--- config.mk ---
export PLATFORM = sky130hd
export DESIGN_NAME = audio_side_info_parser_top
export DESIGN_NICKNAME = d
export VERILOG_FILES = /design/src/hw/rtl/asip_pkg.sv /design/src/hw/rtl/asip_front.sv /design/src/hw/rtl/asip_fifo.sv /design/src/hw/rtl/asip_back.sv /design/src/hw/rtl/audio_side_info_parser_top.sv
export SDC_FILE = /design/constraint.sdc
export NUM_CORES = 1
export LEC_CHECK = 0
export BUFFER_PORTS_ARGS = -buffer_cell sky130_fd_sc_hd__buf_2
export CAP_MARGIN = 20
export CORE_AREA = 10 10 196 198
export DETAILED_ROUTE_END_ITERATION = 10
export DIE_AREA = 0 0 206 208
export PLACE_DENSITY_LB_ADDON = 0.25
export SLEW_MARGIN = 20
export SYNTH_ARGS = -nofsm -noshare
export SYNTH_HDL_FRONTEND = slang
export SYNTH_SLANG_ARGS = --single-unit
--- constraint.sdc ---
create_clock -name clock -period 13.2 [get_ports clock]
set_input_delay 2.64 -clock clock [delete_from_list [all_inputs] [get_ports clock]]
set_output_delay 2.64 -clock clock [all_outputs]
set_load 0.01 [all_outputs]
--- src/hw/rtl/asip_pkg.sv ---
// Shared types, codes and lookup functions for the audio side-information parser.
package asip_pkg;

   localparam int ASIP_QUEUE_DEPTH = 4;

   localparam logic [12:0] VAL_UNUSED = 13'h1FFF;

   localparam logic [4:0] FID_MDB    = 5'd0;
   localparam logic [4:0] FID_PRIV   = 5'd1;
   localparam logic [4:0] FID_SCFSI  = 5'd2;
   localparam logic [4:0] FID_P23    = 5'd3;
   localparam logic [4:0] FID_BV     = 5'd4;
   localparam logic [4:0] FID_GAIN   = 5'd5;
   localparam logic [4:0] FID_SFC    = 5'd6;
   localparam logic [4:0] FID_SLEN1  = 5'd7;
   localparam logic [4:0] FID_SLEN2  = 5'd8;
   localparam logic [4:0] FID_WS     = 5'd9;
   localparam logic [4:0] FID_BT     = 5'd10;
   localparam logic [4:0] FID_MIX    = 5'd11;
   localparam logic [4:0] FID_SWPL   = 5'd12;
   localparam logic [4:0] FID_SWPS   = 5'd13;
   localparam logic [4:0] FID_TSEL   = 5'd14;
   localparam logic [4:0] FID_SBG    = 5'd15;
   localparam logic [4:0] FID_R0     = 5'd16;
   localparam logic [4:0] FID_R1     = 5'd17;
   localparam logic [4:0] FID_PRE    = 5'd18;
   localparam logic [4:0] FID_SFS    = 5'd19;
   localparam logic [4:0] FID_C1T    = 5'd20;

   typedef enum logic [4:0] {
      STEP_IDLE  = 5'd0,
      STEP_MDB   = 5'd1,
      STEP_PRIV  = 5'd2,
      STEP_SCFSI = 5'd3,
      STEP_P23   = 5'd4,
      STEP_BV    = 5'd5,
      STEP_GAIN  = 5'd6,
      STEP_SFC   = 5'd7,
      STEP_WS    = 5'd8,
      STEP_BT    = 5'd9,
      STEP_MIX   = 5'd10,
      STEP_TSEL  = 5'd11,
      STEP_SBG   = 5'd12,
      STEP_R0    = 5'd13,
      STEP_R1    = 5'd14,
      STEP_PRE   = 5'd15,
      STEP_SFS   = 5'd16,
      STEP_C1T   = 5'd17
   } step_type;

   typedef struct packed {
      step_type    step;
      logic [11:0] value;
      logic        gr;
      logic        ch;
      logic [1:0]  item;
      logic        sw;
      logic [1:0]  bk;
      logic        last;
      logic        fdone;
   } fld_evt_type;

   typedef struct packed {
      logic        gr;
      logic        ch;
      logic [4:0]  id;
      logic [1:0]  sub;
      logic [12:0] value;
      logic        fdone;
   } rsp_item_type;

   function automatic logic [3:0] asip_field_width(step_type step, logic stereo);
      logic [3:0] w;
      case (step)
         STEP_MDB:  w = 4'd9;
         STEP_PRIV: w = stereo ? 4'd3 : 4'd5;
         STEP_P23:  w = 4'd12;
         STEP_BV:   w = 4'd9;
         STEP_GAIN: w = 4'd8;
         STEP_SFC:  w = 4'd4;
         STEP_BT:   w = 4'd2;
         STEP_TSEL: w = 4'd5;
         STEP_SBG:  w = 4'd3;
         STEP_R0:   w = 4'd4;
         STEP_R1:   w = 4'd3;
         default:   w = 4'd1;
      endcase
      return w;
   endfunction

   function automatic logic [2:0] asip_slen1(logic [3:0] sfc);
      logic [2:0] s;
      case (sfc)
         4'd4, 4'd11, 4'd12, 4'd13: s = 3'd3;
         4'd5, 4'd6, 4'd7:          s = 3'd1;
         4'd8, 4'd9, 4'd10:         s = 3'd2;
         4'd14, 4'd15:              s = 3'd4;
         default:                   s = 3'd0;
      endcase
      return s;
   endfunction

   function automatic logic [1:0] asip_slen2(logic [3:0] sfc);
      logic [1:0] s;
      case (sfc)
         4'd1, 4'd5, 4'd8, 4'd11:                s = 2'd1;
         4'd2, 4'd6, 4'd9, 4'd12, 4'd14:         s = 2'd2;
         4'd3, 4'd7, 4'd10, 4'd13, 4'd15:        s = 2'd3;
         default:                                s = 2'd0;
      endcase
      return s;
   endfunction

   // Number of result items that one completed field expands into.
   function automatic logic [2:0] asip_count(fld_evt_type ev);
      logic [2:0] n;
      case (ev.step)
         STEP_SFC: n = 3'd3;
         STEP_WS:  n = ev.value[0] ? 3'd1 : 3'd5;
         STEP_MIX: n = 3'd3;
         STEP_TSEL: begin
            if (ev.sw && ev.item == 2'd1) begin
               n = 3'd2;
            end else if (!ev.sw && ev.item == 2'd2) begin
               n = 3'd4;
            end else begin
               n = 3'd1;
            end
         end
         STEP_SBG: n = (ev.item == 2'd2) ? 3'd3 : 3'd1;
         default:  n = 3'd1;
      endcase
      return n;
   endfunction

   // Result item number k of a completed field.
   function automatic rsp_item_type asip_result(fld_evt_type ev, logic [2:0] k);
      rsp_item_type r;
      r.gr    = ev.gr;
      r.ch    = ev.ch;
      r.id    = FID_MDB;
      r.sub   = 2'd0;
      r.value = {1'b0, ev.value};
      r.fdone = 1'b0;
      case (ev.step)
         STEP_MDB: begin
            r.gr = 1'b0;
            r.ch = 1'b0;
         end
         STEP_PRIV: begin
            r.gr = 1'b0;
            r.ch = 1'b0;
            r.id = FID_PRIV;
         end
         STEP_SCFSI: begin
            r.gr  = 1'b0;
            r.id  = FID_SCFSI;
            r.sub = ev.item;
         end
         STEP_P23:  r.id = FID_P23;
         STEP_BV:   r.id = FID_BV;
         STEP_GAIN: r.id = FID_GAIN;
         STEP_SFC: begin
            case (k)
               3'd1: begin
                  r.id    = FID_SLEN1;
                  r.value = {10'd0, asip_slen1(ev.value[3:0])};
               end
               3'd2: begin
                  r.id    = FID_SLEN2;
                  r.value = {11'd0, asip_slen2(ev.value[3:0])};
               end
               default: r.id = FID_SFC;
            endcase
         end
         STEP_WS: begin
            case (k)
               3'd1: begin
                  r.id    = FID_BT;
                  r.value = 13'd0;
               end
               3'd2: begin
                  r.id    = FID_MIX;
                  r.value = 13'd0;
               end
               3'd3: begin
                  r.id    = FID_SWPL;
                  r.value = VAL_UNUSED;
               end
               3'd4: begin
                  r.id    = FID_SWPS;
                  r.value = VAL_UNUSED;
               end
               default: r.id = FID_WS;
            endcase
         end
         STEP_BT: r.id = FID_BT;
         STEP_MIX: begin
            case (k)
               3'd1: begin
                  r.id    = FID_SWPL;
                  r.value = ev.value[0] ? 13'd8 : 13'd0;
               end
               3'd2: begin
                  r.id    = FID_SWPS;
                  r.value = ev.value[0] ? 13'd3 : 13'd0;
               end
               default: r.id = FID_MIX;
            endcase
         end
         STEP_TSEL: begin
            if (k == 3'd0) begin
               r.id  = FID_TSEL;
               r.sub = ev.item;
            end else if (ev.sw) begin
               r.id    = FID_TSEL;
               r.sub   = 2'd2;
               r.value = VAL_UNUSED;
            end else begin
               r.id    = FID_SBG;
               r.sub   = 2'(k - 3'd1);
               r.value = VAL_UNUSED;
            end
         end
         STEP_SBG: begin
            case (k)
               3'd1: begin
                  r.id    = FID_R0;
                  r.value = (ev.bk == 2'd2) ? 13'd8 : 13'd7;
               end
               3'd2: begin
                  r.id    = FID_R1;
                  r.value = (ev.bk == 2'd2) ? 13'd12 : 13'd13;
               end
               default: begin
                  r.id  = FID_SBG;
                  r.sub = ev.item;
               end
            endcase
         end
         STEP_R0:  r.id = FID_R0;
         STEP_R1:  r.id = FID_R1;
         STEP_PRE: r.id = FID_PRE;
         STEP_SFS: r.id = FID_SFS;
         STEP_C1T: begin
            r.id    = FID_C1T;
            r.fdone = ev.fdone;
         end
         default: r.id = FID_MDB;
      endcase
      return r;
   endfunction

endpackage

--- src/hw/rtl/asip_front.sv ---
// Front end: takes bytes, slices them into side-information fields and queues each field.
module asip_front
   import asip_pkg::*;
(
   input  logic        clock,
   input  logic        reset,
   input  logic        req_tvalid,
   output logic        req_tready,
   input  logic [7:0]  req_tdata,
   input  logic [1:0]  req_tuser,
   output logic        evt_push,
   output fld_evt_type evt_data,
   input  logic        evt_full
);

   step_type    step_ff, step_in, nxt_step;
   logic [11:0] acc_ff, acc_in;
   logic [3:0]  held_ff, held_in;
   logic        stereo_ff, stereo_in;
   logic        gr_ff, gr_in, nxt_gr;
   logic        ch_ff, ch_in, nxt_ch;
   logic        sw_ff, sw_in, nxt_sw;
   logic [1:0]  bk_ff, bk_in, nxt_bk;
   logic [1:0]  item_ff, item_in, nxt_item;
   logic [7:0]  byte_ff, byte_in;
   logic [3:0]  left_ff, left_in;

   logic [3:0]  width;
   logic [3:0]  need;
   logic [3:0]  take;
   logic [3:0]  left_after;
   logic [7:0]  bits;
   logic [11:0] acc_sh;
   logic [11:0] acc_new;
   logic [3:0]  held_new;
   logic        active;
   logic        complete;
   logic        stall;
   logic        last_of_byte;

   assign width    = asip_field_width(step_ff, stereo_ff);
   assign need     = width - held_ff;
   assign active   = (step_ff != STEP_IDLE) && (left_ff != 4'd0);
   assign take     = (need < left_ff) ? need : left_ff;
   assign bits     = byte_ff >> (4'd8 - take);
   assign acc_sh   = acc_ff << take;
   assign acc_new  = acc_sh | {4'd0, bits};
   assign held_new = held_ff + take;
   assign complete = active && (held_new == width);
   assign stall    = complete && evt_full;
   assign left_after = left_ff - take;

   always_comb begin
      nxt_step = step_ff;
      nxt_item = item_ff;
      nxt_ch   = ch_ff;
      nxt_gr   = gr_ff;
      nxt_sw   = sw_ff;
      nxt_bk   = bk_ff;
      case (step_ff)
         STEP_MDB:  nxt_step = STEP_PRIV;
         STEP_PRIV: begin
            nxt_step = STEP_SCFSI;
            nxt_item = 2'd0;
            nxt_ch   = 1'b0;
         end
         STEP_SCFSI: begin
            if (item_ff == 2'd3) begin
               nxt_item = 2'd0;
               if (stereo_ff && !ch_ff) begin
                  nxt_ch = 1'b1;
               end else begin
                  nxt_ch   = 1'b0;
                  nxt_gr   = 1'b0;
                  nxt_step = STEP_P23;
               end
            end else begin
               nxt_item = item_ff + 2'd1;
            end
         end
         STEP_P23:  nxt_step = STEP_BV;
         STEP_BV:   nxt_step = STEP_GAIN;
         STEP_GAIN: nxt_step = STEP_SFC;
         STEP_SFC:  nxt_step = STEP_WS;
         STEP_WS: begin
            nxt_sw   = acc_new[0];
            nxt_item = 2'd0;
            if (acc_new[0]) begin
               nxt_step = STEP_BT;
            end else begin
               nxt_bk   = 2'd0;
               nxt_step = STEP_TSEL;
            end
         end
         STEP_BT: begin
            nxt_bk   = acc_new[1:0];
            nxt_step = STEP_MIX;
         end
         STEP_MIX: begin
            nxt_step = STEP_TSEL;
            nxt_item = 2'd0;
         end
         STEP_TSEL: begin
            if (sw_ff && item_ff == 2'd1) begin
               nxt_step = STEP_SBG;
               nxt_item = 2'd0;
            end else if (!sw_ff && item_ff == 2'd2) begin
               nxt_step = STEP_R0;
               nxt_item = 2'd0;
            end else begin
               nxt_item = item_ff + 2'd1;
            end
         end
         STEP_SBG: begin
            if (item_ff == 2'd2) begin
               nxt_step = STEP_PRE;
               nxt_item = 2'd0;
            end else begin
               nxt_item = item_ff + 2'd1;
            end
         end
         STEP_R0:  nxt_step = STEP_R1;
         STEP_R1:  nxt_step = STEP_PRE;
         STEP_PRE: nxt_step = STEP_SFS;
         STEP_SFS: nxt_step = STEP_C1T;
         STEP_C1T: begin
            if (stereo_ff && !ch_ff) begin
               nxt_ch   = 1'b1;
               nxt_step = STEP_P23;
            end else if (!gr_ff) begin
               nxt_gr   = 1'b1;
               nxt_ch   = 1'b0;
               nxt_step = STEP_P23;
            end else begin
               nxt_step = STEP_IDLE;
            end
         end
         default: nxt_step = STEP_IDLE;
      endcase
   end

   always_comb begin
      last_of_byte = (nxt_step == STEP_IDLE) ||
                     (asip_field_width(nxt_step, stereo_ff) > left_after);
      evt_push       = complete && !evt_full;
      evt_data.step  = step_ff;
      evt_data.value = acc_new;
      evt_data.gr    = gr_ff;
      evt_data.ch    = ch_ff;
      evt_data.item  = item_ff;
      evt_data.sw    = sw_ff;
      evt_data.bk    = bk_ff;
      evt_data.last  = last_of_byte;
      evt_data.fdone = (step_ff == STEP_C1T) && !(stereo_ff && !ch_ff) && gr_ff;
      req_tready     = (step_ff == STEP_IDLE) || (left_ff == 4'd0) ||
                       (active && !stall &&
                        ((take == left_ff) || (complete && nxt_step == STEP_IDLE)));
   end

   always_comb begin
      step_in   = step_ff;
      acc_in    = acc_ff;
      held_in   = held_ff;
      stereo_in = stereo_ff;
      gr_in     = gr_ff;
      ch_in     = ch_ff;
      sw_in     = sw_ff;
      bk_in     = bk_ff;
      item_in   = item_ff;
      byte_in   = byte_ff;
      left_in   = left_ff;
      if (active && !stall) begin
         byte_in = byte_ff << take;
         left_in = left_after;
         if (complete) begin
            acc_in  = 12'd0;
            held_in = 4'd0;
            step_in = nxt_step;
            gr_in   = nxt_gr;
            ch_in   = nxt_ch;
            sw_in   = nxt_sw;
            bk_in   = nxt_bk;
            item_in = nxt_item;
            if (nxt_step == STEP_IDLE) begin
               left_in = 4'd0;
            end
         end else begin
            acc_in  = acc_new;
            held_in = held_new;
         end
      end
      if (req_tvalid && req_tready) begin
         if (req_tuser[0]) begin
            step_in   = STEP_MDB;
            stereo_in = req_tuser[1];
            acc_in    = 12'd0;
            held_in   = 4'd0;
            gr_in     = 1'b0;
            ch_in     = 1'b0;
            sw_in     = 1'b0;
            bk_in     = 2'd0;
            item_in   = 2'd0;
            byte_in   = req_tdata;
            left_in   = 4'd8;
         end else if (step_in != STEP_IDLE) begin
            byte_in = req_tdata;
            left_in = 4'd8;
         end
      end
   end

   always_ff @(posedge clock) begin
      if (reset) begin
         step_ff   <= STEP_IDLE;
         acc_ff    <= 12'd0;
         held_ff   <= 4'd0;
         stereo_ff <= 1'b0;
         gr_ff     <= 1'b0;
         ch_ff     <= 1'b0;
         sw_ff     <= 1'b0;
         bk_ff     <= 2'd0;
         item_ff   <= 2'd0;
         left_ff   <= 4'd0;
      end else begin
         step_ff   <= step_in;
         acc_ff    <= acc_in;
         held_ff   <= held_in;
         stereo_ff <= stereo_in;
         gr_ff     <= gr_in;
         ch_ff     <= ch_in;
         sw_ff     <= sw_in;
         bk_ff     <= bk_in;
         item_ff   <= item_in;
         left_ff   <= left_in;
      end
   end

   always_ff @(posedge clock) begin
      byte_ff <= byte_in;
   end

endmodule

--- src/hw/rtl/asip_fifo.sv ---
// Short queue of completed fields between the front and back ends.
module asip_fifo
   import asip_pkg::*;
#(
   parameter int DEPTH = ASIP_QUEUE_DEPTH
) (
   input  logic        clock,
   input  logic        reset,
   input  logic        push,
   input  fld_evt_type push_data,
   output logic        full,
   input  logic        pop,
   output fld_evt_type head,
   output logic        empty
);

   localparam int IDX_W = (DEPTH > 1) ? $clog2(DEPTH) : 1;
   localparam int CNT_W = $clog2(DEPTH + 1);

   fld_evt_type store_ff [DEPTH];
   logic [IDX_W-1:0] wr_ff, wr_in;
   logic [IDX_W-1:0] rd_ff, rd_in;
   logic [CNT_W-1:0] cnt_ff, cnt_in;
   logic             do_push;
   logic             do_pop;

   assign full    = (cnt_ff == CNT_W'(DEPTH));
   assign empty   = (cnt_ff == '0);
   assign head    = store_ff[rd_ff];
   assign do_push = push && !full;
   assign do_pop  = pop && !empty;

   always_comb begin
      wr_in  = wr_ff;
      rd_in  = rd_ff;
      cnt_in = cnt_ff;
      if (do_push) begin
         wr_in = (wr_ff == IDX_W'(DEPTH - 1)) ? '0 : wr_ff + 1'b1;
      end
      if (do_pop) begin
         rd_in = (rd_ff == IDX_W'(DEPTH - 1)) ? '0 : rd_ff + 1'b1;
      end
      if (do_push && !do_pop) begin
         cnt_in = cnt_ff + 1'b1;
      end else if (do_pop && !do_push) begin
         cnt_in = cnt_ff - 1'b1;
      end
   end

   always_ff @(posedge clock) begin
      if (reset) begin
         wr_ff  <= '0;
         rd_ff  <= '0;
         cnt_ff <= '0;
      end else begin
         wr_ff  <= wr_in;
         rd_ff  <= rd_in;
         cnt_ff <= cnt_in;
      end
   end

   always_ff @(posedge clock) begin
      if (do_push) begin
         store_ff[wr_ff] <= push_data;
      end
   end

endmodule

--- src/hw/rtl/asip_back.sv ---
// Back end: expands each queued field into result transfers, one per cycle while rsp_tready does not stall them.
module asip_back
   import asip_pkg::*;
(
   input  logic        clock,
   input  logic        reset,
   input  fld_evt_type head,
   input  logic        empty,
   output logic        pop,
   output logic        rsp_tvalid,
   input  logic        rsp_tready,
   output logic [23:0] rsp_tdata,
   output logic        rsp_tuser,
   output logic        rsp_tlast
);

   logic [2:0]   k_ff, k_in;
   logic         valid_ff, valid_in;
   logic [23:0]  data_ff, data_in;
   logic         bdone_ff, bdone_in;
   logic         fdone_ff, fdone_in;

   logic [2:0]   cnt;
   logic         load;
   logic         take_item;
   logic         last_k;
   rsp_item_type res;

   assign cnt       = asip_count(head);
   assign res       = asip_result(head, k_ff);
   assign load      = !valid_ff || rsp_tready;
   assign take_item = load && !empty;
   assign last_k    = (k_ff == cnt - 3'd1);
   assign pop       = take_item && last_k;

   always_comb begin
      k_in     = k_ff;
      valid_in = valid_ff;
      data_in  = data_ff;
      bdone_in = bdone_ff;
      fdone_in = fdone_ff;
      if (take_item) begin
         k_in     = last_k ? 3'd0 : k_ff + 3'd1;
         valid_in = 1'b1;
         data_in  = {2'b00, res.value, res.sub, res.id, res.ch, res.gr};
         bdone_in = head.last && last_k;
         fdone_in = res.fdone;
      end else if (load) begin
         valid_in = 1'b0;
      end
   end

   always_ff @(posedge clock) begin
      if (reset) begin
         k_ff     <= 3'd0;
         valid_ff <= 1'b0;
      end else begin
         k_ff     <= k_in;
         valid_ff <= valid_in;
      end
   end

   always_ff @(posedge clock) begin
      data_ff  <= data_in;
      bdone_ff <= bdone_in;
      fdone_ff <= fdone_in;
   end

   assign rsp_tvalid = valid_ff;
   assign rsp_tdata  = data_ff;
   assign rsp_tuser  = bdone_ff;
   assign rsp_tlast  = fdone_ff;

endmodule

--- src/hw/rtl/audio_side_info_parser_top.sv ---
// Top level of the MPEG-1 Layer III side-information parser.
//
//   channel   direction   tdata                                     tuser / tlast
//   req_      in          data_byte[7:0]                            frame_start, stereo_mode
//   rsp_      out         granule, channel, field_id, sub_index,    byte_done / frame_done
//                         field_value
//
// The front end slices a byte one field segment at a time; the back end delivers one result
// transfer per cycle from its output register while rsp_tready does not hold it.
// A byte enters in the cycle its predecessor's last bits are consumed.
// Reset is synchronous; the parser then ignores bytes until one arrives with frame_start.
// A stalled result side fills the field queue and then holds the front end and req_tready.
module audio_side_info_parser_top
   import asip_pkg::*;
#(
   parameter int QUEUE_DEPTH = ASIP_QUEUE_DEPTH
) (
   input  logic        clock,
   input  logic        reset,
   input  logic        req_tvalid,
   output logic        req_tready,
   input  logic [7:0]  req_tdata,   // [7:0] data_byte
   input  logic [1:0]  req_tuser,   // [0] frame_start, [1] stereo_mode
   output logic        rsp_tvalid,
   input  logic        rsp_tready,
   output logic [23:0] rsp_tdata,   // [0] granule, [1] channel, [6:2] field_id,
                                    // [8:7] sub_index, [21:9] field_value, [23:22] zero
   output logic        rsp_tuser,   // [0] byte_done
   output logic        rsp_tlast
);

   fld_evt_type push_data;
   fld_evt_type head;
   logic        push;
   logic        full;
   logic        pop;
   logic        empty;

   asip_front u_front (
      .clock      (clock),
      .reset      (reset),
      .req_tvalid (req_tvalid),
      .req_tready (req_tready),
      .req_tdata  (req_tdata),
      .req_tuser  (req_tuser),
      .evt_push   (push),
      .evt_data   (push_data),
      .evt_full   (full)
   );

   asip_fifo #(
      .DEPTH (QUEUE_DEPTH)
   ) u_fifo (
      .clock     (clock),
      .reset     (reset),
      .push      (push),
      .push_data (push_data),
      .full      (full),
      .pop       (pop),
      .head      (head),
      .empty     (empty)
   );

   asip_back u_back (
      .clock      (clock),
      .reset      (reset),
      .head       (head),
      .empty      (empty),
      .pop        (pop),
      .rsp_tvalid (rsp_tvalid),
      .rsp_tready (rsp_tready),
      .rsp_tdata  (rsp_tdata),
      .rsp_tuser  (rsp_tuser),
      .rsp_tlast  (rsp_tlast)
   );

endmodule

# Word level (Yosys, flattened, before mapping)
# Memories as Yosys holds them, arrays and structs flattened. A register that Yosys moved wholly into a read port is not among the register bits.
# Cells that the tools add are included.
[totals] regBits=76 latch_bits=0 mem_bits_rw=104 romBits=80 input_bits=14 mem_count=3
[mem_list] name="u_fifo.store_ff" depth=4 word_bits=26 read_ports=1 rd_ports_with_merged_regs=1 write_ports=1 line="asip_fifo.sv:20" text="fld_evt_type store_ff [DEPTH];"
[mem_list] name="(name not given)" depth=16 word_bits=3 read_ports=1 rd_ports_with_merged_regs=0 write_ports=0 line="asip_pkg.sv:93" text="case (sfc)"
[mem_list] name="(name not given)" depth=16 word_bits=2 read_ports=1 rd_ports_with_merged_regs=0 write_ports=0 line="asip_pkg.sv:105" text="case (sfc)"
[op_classes] add_sub_neg=12 multipliers=0 div_mod_pow=0 magnitude_cmp=2 eq_ne=61 shifts=3 muxes=107 bitwise=1 reduce_logical=60
[ops] op="== test 5 x 4 -> 1 bit (second input constant)" count=21
[ops] op="one-hot mux 5 bit (17 select lines)" count=1
[ops] op="one-hot mux 5 bit (16 select lines)" count=1
[ops] op="one-hot mux 13 bit (2 select lines)" count=3
[ops] op="one-hot mux 13 bit (5 select lines)" count=1
[ops] op="one-hot mux 4 bit (8 select lines)" count=2
[ops] op="== test 5 x 3 -> 1 bit (second input constant)" count=12
[ops] op="2-to-1 mux 4 bit" count=13
[ops] op="2-to-1 mux 5 bit" count=10
[ops] op="2-to-1 mux 12 bit" count=4
[ops] op="2-to-1 mux 2 bit" count=21
[ops] op="2-to-1 mux 8 bit" count=4
[ops] op="== test 5 x 2 -> 1 bit (second input constant)" count=5
[ops] op="2-to-1 mux 1 bit" count=25
[ops] op="2-to-1 mux 3 bit" count=8
[ops] op="one-hot mux 12 bit (2 select lines)" count=1
[ops] op="one-hot mux 3 bit (4 select lines)" count=2
[ops] op="logical AND 1 bit" count=22
[ops] op="== test 5 bit (second input constant)" count=4
[ops] op="OR reduction 2 bit" count=10
[ops] op="2-to-1 mux 16 bit" count=1
[ops] op="== test 5 x 1 -> 1 bit (second input constant)" count=3
[ops] op="2-to-1 mux 13 bit" count=1
[ops] op="== test 2 bit (second input constant)" count=6
[ops] op="other kinds (38)" count=65

# Logic depth before layout (Yosys ltp)
# Gate-level depths: netlist of run 1.
[depth] ltp_word=18 ltp_mapped=30

# By module
# From an unflattened synthesis of run 1, not the netlist that was laid out.
[hier_totals] hier_cells=975 hier_area_um2=10750.3
[modules_own_cells] module="asip_front" n_inst=1 cells_per_inst=562 area_each_um2=4450.5 seq_area_each_um2=820.8
[modules_own_cells] module="asip_fifo" n_inst=1 cells_per_inst=186 area_each_um2=4245.3 seq_area_each_um2=3303.2
[modules_own_cells] module="asip_back" n_inst=1 cells_per_inst=227 area_each_um2=2054.5 seq_area_each_um2=800.8

# Worst setup path before layout of run 1
# OpenSTA, ideal clock, no wires.
[synth_path] path_type="reg2out" from="reg u_front.step_ff[0]" to="out req_tready" t_arrival_ns=4.950 required_time_ns=10.560 slack_ns=5.610 path_stages_with_launch=24 n_path_buf=3 path_cell_list="dfxtp_1 buf_2 nand2_1 o22a_1 nor2_1 ha_1 inv_1 maj3_1 a21oi_1 xnor2_1 ha_1 nor3_1 a211oi_1 mux2_2 clkbuf_1 buf_2 fa_1 xnor2_1 and4_1 or2_2 and4_1 and2_1 o22ai_1 nand2_1"
[synth_between] elab_chain_len=16 elab_cells_between_ends=51 classes_between="3 x add/sub; 1 x order compare; 19 x eq/ne; 2 x shift; 9 x mux; 1 x bitwise; 16 x reduce/logical"
[synth_lines] element="start: declaration" line="asip_front.sv:16" text="step_type step_ff, step_in, nxt_step;"
[synth_lines] element="start signal: assignment" line="asip_front.sv:225" text="step_ff <= step_in;"
[synth_lines] element="== test 5 x 4 -> 1 bit (tied with other cells)" line="asip_pkg.sv:74, asip_front.sv:60"
[synth_lines] element="OR reduction 2 bit (no source line)"
[synth_lines] element="one-hot mux 4 bit (8 select lines)" line="asip_pkg.sv:74" text="case (step)"
[synth_lines] element="subtractor 4 bit" line="asip_front.sv:42" text="assign need = width - held_ff;"
[synth_lines] element="< comparator 4 bit" line="asip_front.sv:44" text="assign take = (need < left_ff) ? need : left_ff;"
[synth_lines] element="2-to-1 mux 4 bit" line="asip_front.sv:44"
[synth_lines] element="subtractor 4 bit" line="asip_front.sv:45" text="assign bits = byte_ff >> (4'd8 - take);"
[synth_lines] element="right shift 8 x 4 -> 8 bit" line="asip_front.sv:45"
[synth_lines] element="OR 12 x 8 -> 12 bit" line="asip_front.sv:47" text="assign acc_new = acc_sh | {4'd0, bits};"
[synth_lines] element="2-to-1 mux 2 bit" line="asip_front.sv:88" text="if (acc_new[0]) begin"
[synth_lines] element="one-hot mux 5 bit (17 select lines)" line="asip_front.sv:60" text="case (step_ff)"
[synth_lines] element="zero test 5 bit" line="asip_front.sv:157" text="((take == left_ff) || (complete && nxt_step == STEP_IDLE)));"
[synth_lines] element="logical AND 1 bit" line="asip_front.sv:157"
[synth_lines] element="logical OR 1 bit" line="asip_front.sv:157"
[synth_lines] element="logical AND 1 bit" line="asip_front.sv:156" text="(active && !stall &&"
[synth_lines] element="logical OR 1 bit *" line="asip_front.sv:155" text="req_tready = (step_ff == STEP_IDLE) || (left_ff == 4'd0) ||"
[synth_lines] element="end: declaration" line="audio_side_info_parser_top.sv:21" text="output logic req_tready,"
# Every way passes the cells marked *; elsewhere a longest branch is shown, timed or not.

# Worst setup path after layout of run 1
[layout_path] from="reg u_front.step_ff[3]" to="out req_tready"
# The elaborated chain is that of the path after synthesis.

==> impl_metrics.env, run 1 <==
export IMPL_status="completed"
export IMPL_rsz0062_at_grt="no"
export IMPL_drt_vias_per_instance=5.21
export IMPL_min_path_type="reg2reg"
export IMPL_ys_warn_count=0
export IMPL_globalRouteTotalUtil=0.118
export IMPL_synth_edf_count=128
export IMPL_drive_above_1_share=0.150
export IMPL_clk_path_buf_depth=2
export IMPL_cts_root_buffer="clkbuf_16"
export IMPL_worst_slew_pin_slew_ps=970
export IMPL_wl_per_cell_um=17.4
export IMPL_required_ps=10560
export IMPL_ys_seq_elements=182
export IMPL_crit_fanout=29
export IMPL_cp_arrival_ps=6380
export IMPL_hold_violations=0
export IMPL_drt_iter0_markers=460
export IMPL_p_leak_nw=4.11
export IMPL_core_sq_um=34400
export IMPL_rrSetupSlack_ps=5110
export IMPL_synth_seq_area_share=0.480
export IMPL_postRouteAntennaNets=0
export IMPL_portBuffers=39
export IMPL_cts_clk_slew_worst_paths_ps=80
export IMPL_diodes=0
export IMPL_post_route_period_util=0.684
export IMPL_cts_tree="yes"
export IMPL_p_total_mw=1.94
export IMPL_antenna_found_initial=0
export IMPL_routed_wl_mm=25.2
export IMPL_cts_resized_gates=0
export IMPL_ctsHoldBuffers=0
export IMPL_gr_total_overflow=0
export IMPL_rows=68
export IMPL_cts_setup_buffers=0
export IMPL_finalMaxSlewViolations=0
export IMPL_synth_area_sq_um=10300
export IMPL_setup_viol=0
export IMPL_maxSlewHeadroom=0.345
export IMPL_die_area_sq_um=42800
export IMPL_dr_total_vias=7538
export IMPL_skew_ps=18.5
export IMPL_p_per_area_nw_per_um2=169
export IMPL_dp_hpwl_mm=17.3
export IMPL_dieHeight_um=208
export IMPL_setup_tns_ps=0
export IMPL_netlist_instances=961
export IMPL_h_tree_depth=4
export IMPL_clkSinkCount=182
export IMPL_synth_avg_cell_area_sq_um=10.7
export IMPL_synthArstFlopShare=0
export IMPL_vdd_drop_max_v=0.0000918
export IMPL_syn_to_final_growth_pct=12.4
export IMPL_crit_path_end_kind="primary output"
export IMPL_critPathKind="reg2out"
export IMPL_synthDistinctLibCells=80
export IMPL_min_period_ps=9020
export IMPL_start_util=0.298
export IMPL_dieWidth_um=206
export IMPL_layout_nets=1033
export IMPL_fmax_ghz=0.111
export IMPL_grt_max_degree=41
export IMPL_dr_pass1_iters=4
export IMPL_synthFlopType="edfxtp_1"
export IMPL_insertion_delay_ps=440
export IMPL_place_congestion=0.883
export IMPL_io_pins=42
export IMPL_cts_buffers=17
export IMPL_crit_path_start_kind="flip-flop"
export IMPL_grt_pass1_vias=7296
export IMPL_grt_first_pass_wirelength_mm=41.0
export IMPL_drc=0
export IMPL_max_cap_violations=0
## state kept, by name, summed over array words and instances (netlist names), 2 cells and up, named ones only
| signal | cells |
|---|---|
| u_back.k_ff | 3 |
| u_back.rsp_tdata | 22 |
| u_fifo.cnt_ff | 3 |
| u_fifo.rd_ff | 2 |
| u_fifo.store_ff | 104 |
| u_fifo.wr_ff | 2 |
| u_front.acc_ff | 12 |
| u_front.bk_ff | 2 |
| u_front.byte_ff | 8 |
| u_front.held_ff | 4 |
| u_front.item_ff | 2 |
| u_front.left_ff | 4 |
| u_front.step_ff | 5 |
## metal layers
layer,part of all wire,global-route usage
met2,0.45,0.176
met1,0.49,0.169
met5,0,0
met4,0.016,0.0334
met3,0.046,0.0228
## cell usage after synthesis, types with 17 or more instances
master	n	area share
edfxtp_1	128	0.37
nand2_1	90	0.033
nor2_1	76	0.028
dfxtp_1	54	0.11
a21oi_1	51	0.025
o21ai_0	43	0.021
mux2i_1	42	0.041
inv_1	41	0.015
clkbuf_1	39	0.014
ha_1	37	0.045
nand3_1	32	0.016
mux4_2	24	0.053
nor3_1	22	0.011
nand2b_1	17	0.010
## critical path, stage by stage, from the launching register on
cell and delay (ps):
dfxtp_1 900, nor4bb_1 130, a211oi_1 520, nor2_1 200, maj3_1 420, a21oi_1 190, xnor2_1 210, ha_1 240
nor3_1 70, a211oi_1 490, mux2_2 610, ha_1 360, a21o_1 150, a21oi_1 220, xnor2_1 210, xor2_1 250
and4_1 290, and2_1 160, o22ai_1 80, nand2_1 80, buf_2 140
## final timing paths
kind                                                      from                         endpoint  cells after the start
worst min-delay path            u_back.rsp_tvalid$_SDFFE_PP0P_   u_back.rsp_tvalid$_SDFFE_PP0P_                      2
worst min register to register  u_back.rsp_tvalid$_SDFFE_PP0P_   u_back.rsp_tvalid$_SDFFE_PP0P_                      2
worst max-delay path             u_front.step_ff[3]$_SDFF_PP0_                       req_tready                     20
worst max register to register   u_front.step_ff[3]$_SDFF_PP0_  u_fifo.store_ff[1][1]$_DFFE_PP_                     24
## cell usage in the layout (no fill, tap or decap), types with 6 or more instances in the layout
master	n
and3_1	8
mux2i_1	41
dfxtp_1	53
o31ai_1	7
ha_1	37
buf_2	39
edfxtp_1	128
o2bb2ai_1	6
or2_2	6
nand4_1	8
a21o_1	6
o22ai_1	9
mux4_2	24
nand2_1	89
xnor2_1	15
nand3_1	32
mux2_2	14
a31oi_1	12
clkbuf_16	17
xor2_1	6
nor2_1	75
nand2b_1	17
a22oi_1	16
a21oi_1	51
a211oi_1	10
nand3b_1	6
buf_4	13
inv_1	41
o21ai_0	43
nor3_1	21
and2_1	9
nor2b_1	15
## metrics by stage
step	area [sq um]	utilization	cells	worst slack, ps	hold slack, ps
3_3_place_gp	10900	0.317	1415	4760	453
2_1_floorplan	10300	-	962	5610	460
5_1_grt	11500	0.335	1447	3670	494
6_report	11500	0.335	1447	4180	466
4_1_cts	11500	0.335	1447	4200	472
3_5_place_dp	10900	0.317	1415	4680	463
## cell type report
| class | instances | area [sq um] |
|---|---|---|
| clock inverter | 15 | 181 |
| clock buffer | 17 | 425 |
| inverter | 43 | 161 |
| multi-input combinational | 683 | 4970 |
| fill | 3503 | 22900 |
| timing repair buffer | 52 | 293 |
| sequential | 182 | 4930 |
| tap | 455 | 569 |
## where the power goes
group          leakage [nW]  switching (mW)  internal [mW]
Sequential             1.64          0.0322          0.709
Combinational          2.18           0.420          0.268
Clock                 0.292           0.258          0.257
Total                  4.11           0.711           1.23
## logic make-up after synthesis
| family | Yosys count | synth area share |
|---|---|---|
| multiplexers | 83 | 0.117 |
| flip-flops | 182 | 0.480 |
| AND/OR/NAND/NOR | 320 | 0.155 |
| buffers and inverters | 97 | 0.0376 |
| adder cells (fa/ha/maj) | 41 | 0.0520 |
| AO/OA/AOI/OAI | 216 | 0.140 |
| XOR/XNOR | 21 | 0.0179 |
| other | 1 | 0.000366 |
No activity file was read; power rests on OpenSTA's default activity.
==> inputs of run 2 (changes only) <==
clock period = 9 ns   (was 13.2 ns; I/O delays follow)
==> impl_metrics.env, run 2 (same netlist as run 1, synthesis figures left out) <==
export IMPL_max_stage_delay_ps=610
export IMPL_syn_to_final_growth_pct=12.5
export IMPL_grt_use_met2=0.180
export IMPL_min_period_ps=8070
export IMPL_fmax_ghz=0.124
export IMPL_grt_first_pass_wirelength_mm=40.4
export IMPL_startpoint="u_front.step_ff[0]$_SDFF_PP0_"
export IMPL_cts_root_buffer="clkbuf_16"
export IMPL_setup_tns_ps=0
export IMPL_final_common_cell="edfxtp_1"
export IMPL_antenna_found_initial=0
export IMPL_clk_path_buf_depth=2
export IMPL_worstRegToRegCells=25
export IMPL_rrSetupSlack_ps=1330
export IMPL_max_cap_violations=0
export IMPL_ctsHoldBuffers=0
export IMPL_seq_area_sq_um=4930
export IMPL_fin_hold_ws_ps=467
export IMPL_globalRouteTotalUtil=0.118
export IMPL_drt_iter0_markers=487
export IMPL_gr_total_overflow=0
export IMPL_die_area_sq_um=42800
export IMPL_postLayoutCellArea_sq_um=11500
export IMPL_grtUsageMet3=0.0213
export IMPL_start_util=0.298
export IMPL_maxSlewHeadroom=0.340
export IMPL_p_per_area_nw_per_um2=247
export IMPL_setup_viol=0
export IMPL_finalMaxSlewViolations=0
export IMPL_rows=68
export IMPL_p_leak_nw=4.14
export IMPL_cts_setup_buffers=0
export IMPL_crit_end="req_tready"
export IMPL_met1_usage=0.165
export IMPL_postRouteAntennaNets=0
export IMPL_regMostFlops="u_fifo.store_ff"
export IMPL_crit_fanout=21
export IMPL_core_sq_um=34400
export IMPL_worst_slew_pin_slew_ps=983
export IMPL_dieWidth_um=206
export IMPL_routed_wl_mm=25.6
export IMPL_diodes=0
export IMPL_dr_pass1_iters=5
export IMPL_drc=0
export IMPL_crit_path_end_kind="primary output"
export IMPL_h_tree_depth=4
export IMPL_place_inst=1421
export IMPL_crit_path_start_kind="flip-flop"
export IMPL_wl_per_cell_um=17.6
export IMPL_place_ws_ps=1420
export IMPL_cp_arrival_ps=6270
export IMPL_r2r_end="u_fifo.store_ff[2][1]$_DFFE_PP_"
export IMPL_hold_violations=0
export IMPL_place_area_sq_um=11000
export IMPL_place_congestion=0.859
export IMPL_cts_resized_gates=0
export IMPL_dp_hpwl_mm=17.9
export IMPL_drt_vias_per_instance=5.14
export IMPL_crit_slowest_cell="mux2_2"
export IMPL_critPathKind="reg2out"
export IMPL_dr_total_vias=7469
export IMPL_finalCoreUtilization=0.336
export IMPL_skew_ps=20.1
export IMPL_cts_tree="yes"
export IMPL_min_path_type="reg2reg"
export IMPL_cts_buffers=17
export IMPL_rr_startpoint="u_front.step_ff[0]$_SDFF_PP0_"
export IMPL_gr_max_usage_layer="met2"
export IMPL_clkSinkCount=182
export IMPL_stdcell_count=1453
export IMPL_insertion_delay_ps=450
export IMPL_io_pins=42
export IMPL_largest_reg_flops=104
export IMPL_final_cell_mix="edfxtp_1, nand2_1, nor2_1"
export IMPL_multi_input_area_sq_um=4960
export IMPL_drive_above_1_share=0.152
export IMPL_grt_max_degree=31
export IMPL_dieHeight_um=208
export IMPL_final_setup_worst_slack_ps=934
export IMPL_vdd_drop_max_v=0.000154
export IMPL_grt_pass1_vias=7165
export IMPL_path_cells="buf_4, nor4bb_1, a211oi_1, nor2_1, maj3_1, a21oi_1, xnor2_1, ha_1, nor3_1, a211oi_1, mux2_2, ha_1, a21o_1, a21oi_1, xnor2_1, xor2_1, and4_1, and2_1, o22ai_1, nand2_1, buf_2"
export IMPL_layout_nets=1039
export IMPL_nFillCells=3508
export IMPL_required_ps=7200
export IMPL_portBuffers=39
export IMPL_p_total_mw=2.85
export IMPL_status="completed"
export IMPL_post_route_period_util=0.896
export IMPL_cts_clk_slew_worst_paths_ps=80
export IMPL_rsz0062_at_grt="no"
## run 2: per-layer routing
| layer | wire, um | vias to the layer above |
|---|---|---|
| met1 | 12600 | 3620 |
| met2 | 11400 | 170 |
| met4 | 449 | 0 |
| li1 | - | 3650 |
| met5 | 0 | - |
| met3 | 1080 | 29 |
## run 2: worst min path at each step
stage,startpoint,end,slack (ps),cells past startpoint
finish,u_back.rsp_tvalid$_SDFFE_PP0P_,u_back.rsp_tvalid$_SDFFE_PP0P_,470,2
global route,u_back.rsp_tvalid$_SDFFE_PP0P_,u_back.rsp_tvalid$_SDFFE_PP0P_,500,2
CTS,u_back.rsp_tvalid$_SDFFE_PP0P_,u_back.rsp_tvalid$_SDFFE_PP0P_,470,2
detailed placement,u_back.rsp_tvalid$_SDFFE_PP0P_,u_back.rsp_tvalid$_SDFFE_PP0P_,460,2
global placement,u_back.rsp_tvalid$_SDFFE_PP0P_,u_back.rsp_tvalid$_SDFFE_PP0P_,450,2
floorplan,u_front.bk_ff[0]$_SDFF_PP0_,u_fifo.store_ff[0][2]$_DFFE_PP_,460,0
## run 2: report_power, final
group | internal [mW] | switching, mW
registers | 1.04 | 0.0501
logic | 0.395 | 0.620
clock network | 0.372 | 0.373
## run 2: cell type report
type / count / area share
timing repair buffer: 58 / 0.0293
multi-input combinational: 683 / 0.430
tap: 455 / 0.0494
clock buffer: 17 / 0.0369
clock inverter: 15 / 0.0136
inverter: 43 / 0.0140
sequential: 182 / 0.427
## run 2: critical path, delay by kind of cell, from the launching register on
kind | cells | cell delay (ps)
DFF | 1 | 530
AOI/OAI and AO/OA | 6 | 1620
xor gates and xnor gates | 3 | 640
and+or+nand+nor | 6 | 930
muxes | 1 | 610
buffers and inverters | 2 | 460
adders and majority gates | 3 | 1010
